===== src/hdl/ddd_pkg.sv =====
// shared types, constants and calendar tables for the date difference unit
// no dependencies

package ddd_pkg;

    localparam int unsigned YEAR_W  = 14;
    localparam int unsigned MONTH_W = 4;
    localparam int unsigned DAY_W   = 5;
    localparam int unsigned COUNT_W = 23;
    localparam int unsigned SER_W   = 24;
    localparam int unsigned QY_W    = 8;

    // floor(y / 100) as (y * RECIP_100) >> RECIP_SHIFT, exact for 14-bit y
    localparam logic [26:0] RECIP_100   = 27'd5243;
    localparam int unsigned RECIP_SHIFT = 19;

    localparam logic [SER_W-1:0] COUNT_LIMIT = 24'd3652500;

    typedef struct packed {
        logic [YEAR_W-1:0]  year;
        logic [MONTH_W-1:0] month;
        logic [DAY_W-1:0]   day;
    } t_date;

    typedef struct packed {
        logic load;
        logic mul;
        logic ser;
        logic sel_b;
        logic fin;
    } t_cmd;

    typedef struct packed {
        logic out_hold;
    } t_stat;

    typedef enum logic [5:0] {
        ST_IDLE  = 6'b000001,
        ST_MUL_A = 6'b000010,
        ST_SER_A = 6'b000100,
        ST_MUL_B = 6'b001000,
        ST_SER_B = 6'b010000,
        ST_FIN   = 6'b100000
    } t_state;

    // month length, zero for a month outside 1..12
    function automatic logic [DAY_W-1:0] f_month_len(input logic [MONTH_W-1:0] m,
                                                      input logic leap);
        logic [DAY_W-1:0] len;
        case (m) inside
            4'd1, 4'd3, 4'd5, 4'd7, 4'd8, 4'd10, 4'd12: len = 5'd31;
            4'd4, 4'd6, 4'd9, 4'd11:                    len = 5'd30;
            4'd2:                                       len = leap ? 5'd29 : 5'd28;
            default:                                    len = 5'd0;
        endcase
        return len;
    endfunction

    // days in the months before m of a common year
    function automatic logic [8:0] f_days_before(input logic [MONTH_W-1:0] m);
        logic [8:0] d;
        case (m)
            4'd2:    d = 9'd31;
            4'd3:    d = 9'd59;
            4'd4:    d = 9'd90;
            4'd5:    d = 9'd120;
            4'd6:    d = 9'd151;
            4'd7:    d = 9'd181;
            4'd8:    d = 9'd212;
            4'd9:    d = 9'd243;
            4'd10:   d = 9'd273;
            4'd11:   d = 9'd304;
            4'd12:   d = 9'd334;
            default: d = 9'd0;
        endcase
        return d;
    endfunction

endpackage


===== src/hdl/date_difference_in_days_unit.sv =====
// date difference unit: signed day count between two gregorian dates
// the result word is registered in the output register after the steps mul_a, ser_a, mul_b, ser_b and fin
// a new word is accepted only in idle; fin of the four-step serial day sequencer waits while a word is held
// a finished word waits in the output register while the next word is accepted
// reset: synchronous active-low i_rst_n clears the sequencer and the output valid
// depends on ddd_pkg, ddd_ctrl, ddd_datapath

module date_difference_in_days_unit import ddd_pkg::*; (
    input  logic        i_clk,
    input  logic        i_rst_n,
    input  logic        i_s_tvalid,
    output logic        o_s_tready,
    // first_year, first_month, first_day, second_year, second_month, second_day
    input  logic [47:0] i_s_tdata,
    // include_end_day
    input  logic        i_s_tuser,
    output logic        o_m_tvalid,
    input  logic        i_m_tready,
    // day_count
    output logic [23:0] o_m_tdata,
    // date_error
    output logic        o_m_tuser
);

    t_cmd  cmd;
    t_stat stat;

    ddd_ctrl u_ctrl (
        .i_clk      (i_clk),
        .i_rst_n    (i_rst_n),
        .i_s_tvalid (i_s_tvalid),
        .o_s_tready (o_s_tready),
        .i_stat     (stat),
        .o_cmd      (cmd)
    );

    ddd_datapath u_datapath (
        .i_clk      (i_clk),
        .i_rst_n    (i_rst_n),
        .i_cmd      (cmd),
        .o_stat     (stat),
        .i_s_tdata  (i_s_tdata),
        .i_s_tuser  (i_s_tuser),
        .o_m_tvalid (o_m_tvalid),
        .i_m_tready (i_m_tready),
        .o_m_tdata  (o_m_tdata),
        .o_m_tuser  (o_m_tuser)
    );

endmodule


===== src/hdl/ddd_ctrl.sv =====
// sequencing state machine for the date difference unit
// depends on ddd_pkg

module ddd_ctrl import ddd_pkg::*; (
    input  logic  i_clk,
    input  logic  i_rst_n,
    input  logic  i_s_tvalid,
    output logic  o_s_tready,
    input  t_stat i_stat,
    output t_cmd  o_cmd
);

    t_state r_state;
    t_state n_state;

    assign o_s_tready = (r_state == ST_IDLE);

    always_comb begin
        n_state     = r_state;
        o_cmd       = '0;
        case (r_state)
            ST_IDLE: begin
                if (i_s_tvalid) begin
                    o_cmd.load = 1'b1;
                    n_state    = ST_MUL_A;
                end
            end
            ST_MUL_A: begin
                o_cmd.mul = 1'b1;
                n_state   = ST_SER_A;
            end
            ST_SER_A: begin
                o_cmd.ser = 1'b1;
                n_state   = ST_MUL_B;
            end
            ST_MUL_B: begin
                o_cmd.mul   = 1'b1;
                o_cmd.sel_b = 1'b1;
                n_state     = ST_SER_B;
            end
            ST_SER_B: begin
                o_cmd.ser   = 1'b1;
                o_cmd.sel_b = 1'b1;
                n_state     = ST_FIN;
            end
            ST_FIN: begin
                if (!i_stat.out_hold) begin
                    o_cmd.fin = 1'b1;
                    n_state   = ST_IDLE;
                end
            end
            default: begin
                n_state = ST_IDLE;
            end
        endcase
    end

    always_ff @(posedge i_clk) begin
        if (!i_rst_n) begin
            r_state <= ST_IDLE;
        end else begin
            r_state <= n_state;
        end
    end

    a_load_starts: assert property (@(posedge i_clk) disable iff (!i_rst_n)
        o_cmd.load |=> r_state == ST_MUL_A)
        else $error("load did not start the sequence");

    a_fin_free: assert property (@(posedge i_clk) disable iff (!i_rst_n)
        o_cmd.fin |-> !i_stat.out_hold)
        else $error("result written over a held word");

    a_fin_to_idle: assert property (@(posedge i_clk) disable iff (!i_rst_n)
        o_cmd.fin |=> o_s_tready)
        else $error("not ready after finishing");

endmodule


===== src/hdl/ddd_datapath.sv =====
// datapath: serial day numbers of both dates, difference, output register
// depends on ddd_pkg

module ddd_datapath import ddd_pkg::*; (
    input  logic               i_clk,
    input  logic               i_rst_n,
    input  t_cmd               i_cmd,
    output t_stat              o_stat,
    input  logic [47:0]        i_s_tdata,
    input  logic               i_s_tuser,
    output logic               o_m_tvalid,
    input  logic               i_m_tready,
    output logic [23:0]        o_m_tdata,
    output logic               o_m_tuser
);

    t_date              r_date_a;
    t_date              r_date_b;
    logic               r_inc;
    logic [QY_W-1:0]    r_qy;
    logic [SER_W-1:0]   r_ser_a;
    logic [SER_W-1:0]   r_ser_b;
    logic               r_bad_a;
    logic               r_bad_b;
    logic               r_out_valid;
    logic [COUNT_W-1:0] r_out_count;
    logic               r_out_err;

    t_date              cur;
    logic [26:0]        prod;
    logic [YEAR_W-1:0]  rem;
    logic               rem_nz;
    logic               leap;
    logic [8:0]         qp;
    logic [14:0]        p;
    logic [SER_W-1:0]   n_ser;
    logic [DAY_W-1:0]   len;
    logic               n_bad;
    logic               neg;
    logic [SER_W-1:0]   diff;
    logic [SER_W-1:0]   mag;
    logic [SER_W-1:0]   mag_sat;
    logic [COUNT_W-1:0] n_count;

    assign cur = i_cmd.sel_b ? r_date_b : r_date_a;

    // year / 100 by reciprocal
    assign prod = {13'd0, cur.year} * RECIP_100;

    assign rem    = cur.year - ({6'd0, r_qy} * 14'd100);
    assign rem_nz = (rem != '0);
    assign leap   = (cur.year[1:0] == 2'b00) && (rem_nz || (r_qy[1:0] == 2'b00));
    // floor((year + 399) / 100)
    assign qp     = {1'b0, r_qy} + 9'd3 + {8'd0, rem_nz};
    assign p      = {1'b0, cur.year} + 15'd399;

    assign n_ser = (SER_W'(p) * 24'd365) + SER_W'(p >> 2) - SER_W'(qp) + SER_W'(qp >> 2)
                 + SER_W'(f_days_before(cur.month))
                 + SER_W'(leap && (cur.month > 4'd2))
                 + SER_W'(cur.day);

    assign len   = f_month_len(cur.month, leap);
    assign n_bad = (len == '0) || (cur.day == '0) || (cur.day > len);

    assign neg     = !(r_ser_a < r_ser_b);
    assign diff    = neg ? (r_ser_a - r_ser_b) : (r_ser_b - r_ser_a);
    assign mag     = diff + SER_W'(r_inc);
    assign mag_sat = (mag > COUNT_LIMIT) ? COUNT_LIMIT : mag;
    assign n_count = neg ? (23'd0 - mag_sat[COUNT_W-1:0]) : mag_sat[COUNT_W-1:0];

    always_ff @(posedge i_clk) begin
        if (i_cmd.load) begin
            r_date_a.year  <= i_s_tdata[13:0];
            r_date_a.month <= i_s_tdata[17:14];
            r_date_a.day   <= i_s_tdata[22:18];
            r_date_b.year  <= i_s_tdata[36:23];
            r_date_b.month <= i_s_tdata[40:37];
            r_date_b.day   <= i_s_tdata[45:41];
            r_inc          <= i_s_tuser;
        end
        if (i_cmd.mul) begin
            r_qy <= prod[RECIP_SHIFT +: QY_W];
        end
        if (i_cmd.ser && !i_cmd.sel_b) begin
            r_ser_a <= n_ser;
            r_bad_a <= n_bad;
        end
        if (i_cmd.ser && i_cmd.sel_b) begin
            r_ser_b <= n_ser;
            r_bad_b <= n_bad;
        end
        if (i_cmd.fin) begin
            r_out_err   <= r_bad_a || r_bad_b;
            r_out_count <= (r_bad_a || r_bad_b) ? '0 : n_count;
        end
    end

    always_ff @(posedge i_clk) begin
        if (!i_rst_n) begin
            r_out_valid <= 1'b0;
        end else if (i_cmd.fin) begin
            r_out_valid <= 1'b1;
        end else if (i_m_tready) begin
            r_out_valid <= 1'b0;
        end
    end

    assign o_stat.out_hold = r_out_valid && !i_m_tready;
    assign o_m_tvalid      = r_out_valid;
    assign o_m_tdata       = {1'b0, r_out_count};
    assign o_m_tuser       = r_out_err;

    a_err_zero: assert property (@(posedge i_clk) disable iff (!i_rst_n)
        (o_m_tvalid && o_m_tuser) |-> (o_m_tdata == '0))
        else $error("error word carries a nonzero count");

    a_fin_shows: assert property (@(posedge i_clk) disable iff (!i_rst_n)
        i_cmd.fin |=> o_m_tvalid)
        else $error("finished word not presented");

endmodule


===== config.mk =====
export PLATFORM = sky130hd
export DESIGN_NAME = date_difference_in_days_unit
export DESIGN_NICKNAME = d
export VERILOG_FILES = /design/src/hdl/ddd_pkg.sv /design/src/hdl/date_difference_in_days_unit.sv /design/src/hdl/ddd_ctrl.sv /design/src/hdl/ddd_datapath.sv
export SDC_FILE = /design/constraint.sdc
export NUM_CORES = 1
export LEC_CHECK = 0
export BUFFER_PORTS_ARGS = -buffer_cell sky130_fd_sc_hd__buf_2
export CORE_AREA = 2 2 187 189
export CTS_BUF_LIST = sky130_fd_sc_hd__clkbuf_4 sky130_fd_sc_hd__clkbuf_8
export DETAILED_ROUTE_END_ITERATION = 16
export DIE_AREA = 0 0 189 191
export GPL_ROUTABILITY_DRIVEN = 0
export PLACE_DENSITY = 0.77
export REMOVE_ABC_BUFFERS = 1
export SETUP_SLACK_MARGIN = 0.3
export SYNTH_ARGS = -nofsm -noshare
export SYNTH_HDL_FRONTEND = slang
export SYNTH_HIERARCHICAL = 1
export SYNTH_SLANG_ARGS = --single-unit
export TNS_END_PERCENT = 30

===== constraint.sdc =====
create_clock -name i_clk -period 34.4 [get_ports i_clk]
set_clock_uncertainty 0.1 [all_clocks]
set_input_delay 6.88 -clock i_clk [delete_from_list [all_inputs] [get_ports i_clk]]
set_output_delay 6.88 -clock i_clk [all_outputs]
set_load 0.1 [all_outputs]

==> results.py, run 1 <==
metrics = {
    "critical_path": {
        "required_ns": 34.53,
        "r2r_cells": 51,
        "worst_path_max_delay_cell": "mux2i_1",
        "worst_setup_path_start_kind": "flop",
        "cp-startpoint": "u_ctrl/r_state[0]",
        "cp_common_cell": "a21o_1",
        "end_kind": "flop",
        "slowest_delay_ns": 0.63,
        "cp_max_fo": 23,
        "reg2reg_from": "u_ctrl/r_state[0]",
        "cp.arrival_ns": 13.03,
        "rrSetupSlack_ns": 21.49,
        "cp-endpoint": "u_datapath/r_ser_b[22]",
        "timing_worst_setup_path_type": "reg2reg",
        "timing.rr.end": "u_datapath/r_ser_b[22]",
    },
    "clocking": {
        "cts-root-buf": "clkbuf_8",
        "ctsResizeCount": 0,
        "postCtsSetupBuffers": 0,
        "htree_levels": 4,
        "clockBufferDepth": 2,
        "tritoncts": "done",
        "cts_num_sinks": 136,
        "clk_latency_ns": 0.50,
        "cts_buffers": 17,
        "path_clk_slew_ns": 0.07,
        "hold_buffers": 0,
    },
    "yosys": {
        "ys_seq_elements": 136,
        "yosysTopAreaCellShare_pct": 21.6,
        "synth_edf_count": 129,
        "synth_seq_area_share_pct": 21.8,
        "yosysTopAreaCell": "ha_1",
        "synthTopCellsByArea": "ha_1, edfxtp_1, fa_1, inv_1, xnor2_1",
        "synthArstFlopShare_pct": 0,
        "yosysWarningCount": 6,
        "ys_types": 91,
        "synthFlopType": "edfxtp_1",
        "synthMostInstantiatedCell": "inv_1",
        "ys_top_cells_by_count": "inv_1, ha_1, fa_1",
        "synth_cells": 1847,
        "syn_area_um2": 18400,
        "avgSynthCellArea_um2": 9.98,
    },
    "detailed_routing": {
        "routed_via_density": 5.61,
        "wl_per_cell_um": 16.1,
        "ant_nets": 0,
        "routed-via-count": 13320,
        "drtIter0Drc": 681,
        "drt-pass1-iter-count": 7,
        "drc": 0,
        "wl_um": 38200,
    },
    "floorplanning": {
        "die_area_um2": 36100,
        "core_um2": 34100,
        "rows": 68,
        "start_util_pct": 54.0,
        "ios": 80,
        "die_w_um": 189,
        "die_h_um": 191,
    },
    "timing": {
        "min_period_over_period_pct": 37.5,
        "timing.fmax_mhz": 77.5,
        "fin_tns_setup_ns": 0,
        "finalSetupViolCount": 0,
        "rsz0062_at_grt": "false",
        "hold_viol_final": 0,
        "tightest_slew_ns": 1.17,
        "drv_slew": 0,
        "fin_ws_ns": 21.49,
        "max_slew_margin_pct": 21.2,
        "min_period_ns": 12.91,
    },
    "global_route": {
        "antenna_found_initial": 0,
        "grt_use_met1_pct": 24.0,
        "grt_pass1_wl_um": 64700,
        "grt_max_degree": 48,
        "busiest_layer": "met2",
        "grtUsageMet3_pct": 3.51,
        "grt_pass1_vias": 14002,
        "grt.overflow.total": 0,
        "grt_usage_pct": 22.1,
        "use_met2_pct": 42.3,
    },
    "finish": {
        "n_antenna_cell": 0,
        "area_growth_pct": 6.75,
        "fin_util_pct": 57.7,
        "drive_above_1_share_pct": 8.54,
        "fillCellCount": 2877,
        "fin_cells": 2376,
        "num-nets-final": 2447,
    },
    "placed_design": {
        "dp_hpwl_um": 31500,
        "io_buffer_count": 76,
        "pre_cts_ws_ns": 21.55,
        "place_inst": 2345,
    },
    "outcome": {
        "outcome": "finished, final reports clean",
    },
    "worst_hold_path": {
        "hold_class": "reg2reg",
    },
    "run": {
        "max_cap_viol_count": 0,
    },
}
==> final cells by class <==
| cell class | count | area [um2] | area share [%] |
|---|---|---|---|
| well taps | 455 | 569 | 2.89 |
| flip-flops and latches | 136 | 4010 | 20.4 |
| inverters | 347 | 1300 | 6.62 |
| clock buffers | 18 | 241 | 1.23 |
| clock inverters | 13 | 194 | 0.986 |
| multi-input cells | 1321 | 12900 | 65.6 |
| repair buffers | 86 | 455 | 2.31 |
==> worst min path at each step <==
stage,startpoint,to,slack [ns],depth (start not counted)
after global placement,u_ctrl/r_state[1],u_ctrl/r_state[2],0.42,2
final,u_ctrl/r_state[1],u_ctrl/r_state[2],0.43,2
after floorplan,u_ctrl/r_state[1],u_ctrl/r_state[2],0.39,2
after detailed placement,u_ctrl/r_state[1],u_ctrl/r_state[2],0.43,2
after CTS,u_ctrl/r_state[1],u_ctrl/r_state[2],0.44,2
after global routing,u_ctrl/r_state[1],u_ctrl/r_state[2],0.49,2
==> flip-flops by register name, summed over array words and instances, names as in the netlist <==
signal                  flops
u_datapath/r_inc            1
u_ctrl/r_state              6
u_datapath/r_out_count     23
u_datapath/r_ser_b         24
u_datapath/r_date_a        23
u_datapath/o_m_tvalid       1
u_datapath/r_qy             8
u_datapath/r_bad_b          1
u_datapath/o_m_tuser        1
u_datapath/r_date_b        23
u_datapath/r_ser_a         24
u_datapath/r_bad_a          1
==> cell usage in the layout (no fill, tap or decap), types with 6 or more instances in the layout <==
cell type	count
inv_1	347
ha_1	318
fa_1	167
edfxtp_1	129
nor2_1	79
a21oi_1	77
buf_2	76
nand2_1	72
xnor2_1	71
o21ai_0	63
mux2i_1	36
nor3_1	32
a21o_1	32
xor2_1	29
nand3_1	27
a31oi_1	24
o21a_1	21
nor2b_1	20
clkbuf_8	17
nand4_1	17
o211ai_1	16
or3_1	14
nor4_1	13
and3_1	13
nand2b_1	12
o21bai_1	11
buf_4	10
a21boi_0	9
nand3b_1	9
and2_1	9
a211oi_1	8
dfxtp_1	7
or4_1	6
o31ai_1	6
==> per-layer routing <==
metal | part of all wire (%) | vias to the layer above
met2 | 54 | 320
li1 | - | 6455
met3 | 3.1 | 92
met5 | 0 | -
met4 | 3.0 | 0
met1 | 40 | 6453
==> stage by stage <==
stage / hold WS [ns] / area [um2]
after CTS: 0.438 / 19700
final: 0.432 / 19700
after global placement: 0.416 / 19200
after floorplan: 0.388 / 18200
after global routing: 0.495 / 19700
after detailed placement: 0.428 / 19200
==> worst max-delay path, delay by kind of cell (launching register included) <==
| kind | cells | cell delay (ns) |
|---|---|---|
| DFF | 1 | 0.38 |
| buffers and inverters | 9 | 1.34 |
| AOI/OAI and AO/OA | 25 | 5.16 |
| muxes | 1 | 0.63 |
| and+or+nand+nor | 5 | 1.09 |
| xor gates and xnor gates | 2 | 0.32 |
| adders and majority gates | 9 | 3.59 |
==> cell families after synthesis <==
family | count (synthesis) | share of synthesized area [%]
fa+ha+maj | 485 | 39.7
mux | 43 | 2.44
buf+inv | 390 | 8.35
flops | 136 | 21.8
compound gates | 332 | 12.1
simple gates | 360 | 10.8
other cells | 1 | 0.0203
xor+xnor | 100 | 4.75
Power of run 1 is not shown: default switching activity piles up to over one toggle a cycle in this logic, so the estimate is an artifact.
==> run 2: changes to the inputs <==
--- a/config.mk
+++ b/config.mk
@@ -11,7 +11,7 @@
 export DETAILED_ROUTE_END_ITERATION = 16
 export DIE_AREA = 0 0 189 191
 export GPL_ROUTABILITY_DRIVEN = 0
-export PLACE_DENSITY = 0.77
+export PLACE_DENSITY = 0.8
 export REMOVE_ABC_BUFFERS = 1
 export SETUP_SLACK_MARGIN = 0.3
 export SYNTH_ARGS = -nofsm -noshare
==> constraint.sdc (replaced) <==
create_clock -name i_clk -period 10.9 [get_ports i_clk]
set_clock_uncertainty 0.1 [all_clocks]
set_input_delay 2.18 -clock i_clk [delete_from_list [all_inputs] [get_ports i_clk]]
set_output_delay 2.18 -clock i_clk [all_outputs]
set_load 0.1 [all_outputs]
==> results.py, run 2 (synthesis gave the netlist of run 1 again) <==
metrics = {
    "critical_path": {
        "required_ns": 11.03,
        "timing_worst_setup_path_type": "reg2reg",
        "crit_buf_inv": 8,
        "cp.arrival_ns": 10.64,
        "cp_max_fo": 4,
        "worst_setup_path_start_kind": "flop",
        "end_kind": "flop",
        "worst_path_max_delay_cell": "edfxtp_1",
        "slowest_delay_ns": 0.53,
        "crit_family": "adder cells",
    },
    "finish": {
        "finish.instance_area_um2": 20500,
        "area_growth_pct": 11.3,
        "fin_cells": 2450,
        "layout_common_cells": "inv_1, ha_1, fa_1",
        "reg_top3": "u_datapath/r_ser_a x24, u_datapath/r_ser_b x24",
        "num-nets-final": 2520,
        "fillCellCount": 2630,
        "layout_commonest_cell": "inv_1",
        "n_antenna_cell": 0,
        "drive_above_1_share_pct": 14.1,
    },
    "global_route": {
        "grt.overflow.total": 0,
        "grt_max_degree": 48,
        "grt_pass1_wl_um": 64700,
        "grt_usage_pct": 22.1,
        "grt_pass1_vias": 14274,
        "antenna_found_initial": 0,
    },
    "timing": {
        "min_period_over_period_pct": 96.4,
        "tightest_slew_ns": 1.14,
        "max_slew_margin_pct": 23.9,
        "drv_slew": 0,
        "min_period_ns": 10.50,
        "finalSetupViolCount": 0,
        "rsz0062_at_grt": "false",
        "timing.fmax_mhz": 95.2,
        "hold_viol_final": 0,
    },
    "floorplanning": {
        "start_util_pct": 54.0,
        "die_area_um2": 36100,
        "die_h_um": 191,
        "die_w_um": 189,
        "rows": 68,
        "core_um2": 34100,
        "ios": 80,
    },
    "detailed_routing": {
        "drtIter0Drc": 741,
        "ant_nets": 0,
        "drc": 0,
        "routed-via-count": 13812,
        "wl_per_cell_um": 16.5,
        "drt-pass1-iter-count": 5,
        "routed_via_density": 5.64,
        "wl_um": 40500,
    },
    "clocking": {
        "cts_buffers": 17,
        "cts-root-buf": "clkbuf_8",
        "cts_num_sinks": 136,
        "path_clk_slew_ns": 0.08,
        "htree_levels": 4,
        "clockBufferDepth": 2,
        "tritoncts": "done",
        "clk_latency_ns": 0.49,
    },
    "outcome": {
        "outcome": "finished, final reports clean",
    },
    "run": {
        "max_cap_viol_count": 0,
    },
    "worst_hold_path": {
        "hold_class": "reg2reg",
    },
    "placed_design": {
        "dpl_cell_area_um2": 19600,
        "place_inst": 2395,
        "io_buffer_count": 76,
        "dp_hpwl_um": 32400,
    },
}
run 2: path summary, 6_finish.rpt:
kind                 startpoint                endpoint  slack, ns  cells after the start
min           u_ctrl/r_state[0]       u_ctrl/r_state[2]       0.45                      2
max          u_datapath/r_qy[0]  u_datapath/r_ser_b[22]       0.40                     46
max reg2reg  u_datapath/r_qy[0]  u_datapath/r_ser_b[22]       0.40                     46
min reg2reg   u_ctrl/r_state[0]       u_ctrl/r_state[2]       0.45                      2
run 2: per-layer routing:
metal | track usage, % | part of all wire (%) | vias up
met2 | 42.4 | 53 | 406
met5 | 0 | 0 | -
met1 | 23.6 | 38 | 6667
li1 | - | - | 6598
met3 | 3.23 | 3.6 | 141
met4 | 11.1 | 4.6 | 0
run 2: tightest hold or removal path, delay by kind of cell (launching register included):
family                 cells  cell delay (ns)
and+or+nand+nor            1             0.06
buffers and inverters      1             0.13
DFF                        1             0.33
run 2: area by class of cell:
class                      instances  area (um2)  share of cell area [%]
multi-input combinational       1321       13200                    64.3
sequential                       136        4020                    19.6
inverter                         347        1300                    6.35
timing repair buffer             159        1020                    4.99
tap                              455         569                    2.78
clock buffer                      18         241                    1.18
clock inverter                    14         171                   0.836
run 2: metrics by stage:
step / utilization, % / hold slack (ns) / setup WS, ns / TNS, ns
detailed placement: 57.5 / 0.452 / -0.401 / -1.72
global route: 60.1 / 0.479 / 0.00919 / 0
global placement: 57.5 / 0.441 / -0.128 / -0.256
floorplan: - / 0.388 / -3.13 / -92.11
CTS: 59.2 / 0.467 / 0.306 / 0
finish: 60.1 / 0.450 / 0.395 / 0
run 2: repair_timing:
action	CTS	global route
hold buffers	0	0
endpoints found under the setup margin	16	20
resized for setup	28	43
gates cloned	0	0
pin swaps	21	49
buffers inserted	11	12
Power of run 2 is left out for the same reason.
==> run 3: changes to the inputs <==
--- a/config.mk
+++ b/config.mk
@@ -11,7 +11,7 @@
 export DETAILED_ROUTE_END_ITERATION = 16
 export DIE_AREA = 0 0 189 191
 export GPL_ROUTABILITY_DRIVEN = 0
-export PLACE_DENSITY = 0.8
+export PLACE_DENSITY = 0.75
 export REMOVE_ABC_BUFFERS = 1
 export SETUP_SLACK_MARGIN = 0.3
 export SYNTH_ARGS = -nofsm -noshare
==> results.py, run 3 (synthesis gave the netlist of run 1 again) <==
metrics = {
    "outcome": {
        "outcome": "finished, final reports clean",
    },
    "detailed_routing": {
        "drc": 0,
        "routed-via-count": 13877,
        "routed_via_density": 5.62,
        "drt-pass1-iter-count": 7,
        "wl_per_cell_um": 16.9,
        "drtIter0Drc": 880,
        "wl_um": 41800,
        "ant_nets": 0,
    },
    "clocking": {
        "hold_buffers": 0,
        "cts_num_sinks": 136,
        "cts-root-buf": "clkbuf_8",
        "tritoncts": "done",
        "cts_buffers": 17,
        "clk_latency_ns": 0.48,
        "path_clk_slew_ns": 0.09,
        "clockBufferDepth": 2,
        "htree_levels": 4,
    },
    "timing": {
        "hold_viol_final": 0,
        "whs_ns": 0.462,
        "max_slew_margin_pct": 24.9,
        "timing.fmax_mhz": 94.4,
        "fin_ws_ns": 0.307,
        "min_period_over_period_pct": 97.2,
        "finalSetupViolCount": 0,
        "min_period_ns": 10.59,
        "tightest_slew_ns": 1.13,
        "drv_slew": 0,
    },
    "critical_path": {
        "timing_worst_setup_path_type": "reg2reg",
        "required_ns": 11.03,
        "worst_setup_path_start_kind": "flop",
        "cp_max_fo": 4,
        "end_kind": "flop",
        "worst_path_max_delay_cell": "fa_1",
        "slowest_delay_ns": 0.60,
        "cp.arrival_ns": 10.72,
        "cp_common_cell": "buf_4",
    },
    "finish": {
        "reg_top3": "u_datapath/r_ser_a x24, u_datapath/r_ser_b x24",
        "drive_above_1_share_pct": 15.9,
        "fillCellCount": 2670,
        "finish.instance_area_um2": 20800,
        "seq_area_um2": 4020,
        "fin_cells": 2469,
        "layout_common_cells": "inv_1, ha_1, fa_1",
        "num-nets-final": 2540,
        "n_antenna_cell": 0,
        "multi_input_area_um2": 13300,
        "area_growth_pct": 12.7,
        "layout_commonest_cell": "inv_1",
    },
    "global_route": {
        "grt_pass1_wl_um": 65400,
        "grt_max_degree": 48,
        "grt.overflow.total": 0,
        "antenna_found_initial": 0,
        "grt_usage_pct": 22.4,
        "grt_pass1_vias": 14227,
    },
    "floorplanning": {
        "die_area_um2": 36100,
        "start_util_pct": 54.0,
        "rows": 68,
        "die_w_um": 189,
        "core_um2": 34100,
        "die_h_um": 191,
        "ios": 80,
    },
    "placed_design": {
        "place_inst": 2398,
        "io_buffer_count": 76,
        "pre_cts_ws_ns": -0.266,
        "dp_hpwl_um": 32400,
        "dpl_cell_area_um2": 19700,
    },
    "worst_hold_path": {
        "hold_class": "reg2reg",
    },
    "run": {
        "max_cap_viol_count": 0,
    },
}
==> run 3: cell count changes in the layout (fill, tap and decap cells not counted), moves of 2 or more <==
cell,before,now
o21ai_1,12,8
inv_1,342,338
a21oi_1,72,70
ha_1,304,298
buf_4,80,98
inv_2,5,9
ha_4,12,18
buf_6,2,4
o21ai_2,8,11
==> run 3: path summary, 6_finish.rpt <==
path,cells after the start,endpoint,from,slack [ns]
worst max-delay path,53,u_datapath/r_ser_b[8],u_datapath/r_qy[2],0.31
worst min-delay path,2,u_ctrl/r_state[2],u_ctrl/r_state[0],0.46
worst max register to register,53,u_datapath/r_ser_b[8],u_datapath/r_qy[2],0.31
worst min register to register,2,u_ctrl/r_state[2],u_ctrl/r_state[0],0.46
==> run 3: metal layers <==
| layer | up-vias | part of all wire, % | track usage (%) |
|---|---|---|---|
| met5 | - | 0 | 0 |
| met4 | 0 | 4.7 | 10.2 |
| met3 | 150 | 3.2 | 2.52 |
| met2 | 371 | 53 | 43.5 |
| met1 | 6706 | 39 | 24.2 |
| li1 | 6650 | - | - |
==> run 3: final cells by class <==
type                       count  share of cell area [%]
timing repair buffer         179                    5.68
sequential                   136                    19.3
inverter                     347                    6.27
tap                          455                    2.74
multi-input combinational   1321                    64.0
clock inverter                14                   0.843
clock buffer                  17                    1.13
==> run 3: timing repair <==
item / in CTS / in global routing
gates resized for setup: 27 / 61
pin swaps: 23 / 65
buffers inserted: 22 / 18
hold endpoints to repair: 0 / 0
setup endpoints to repair: 16 / 24
==> run 3: metrics by stage <==
step           util, %  setup TNS (ns)
2_1_floorplan        -          -92.11
3_3_place_gp      57.6         -0.0698
3_5_place_dp      57.6          -0.783
4_1_cts           59.5               0
5_1_grt           60.9         -0.0651
6_report          60.9               0
==> run 3: critical path: cells and delay by family (launching register included) <==
kind                       cells  cell delay [ns]
adders and majority gates     13             4.70
buffers and inverters         24             2.48
AOI/OAI and AO/OA             13             1.94
DFF                            1             0.55
xor gates and xnor gates       2             0.38
and+or+nand+nor                1             0.19
Power of run 3 is left out for the same reason.
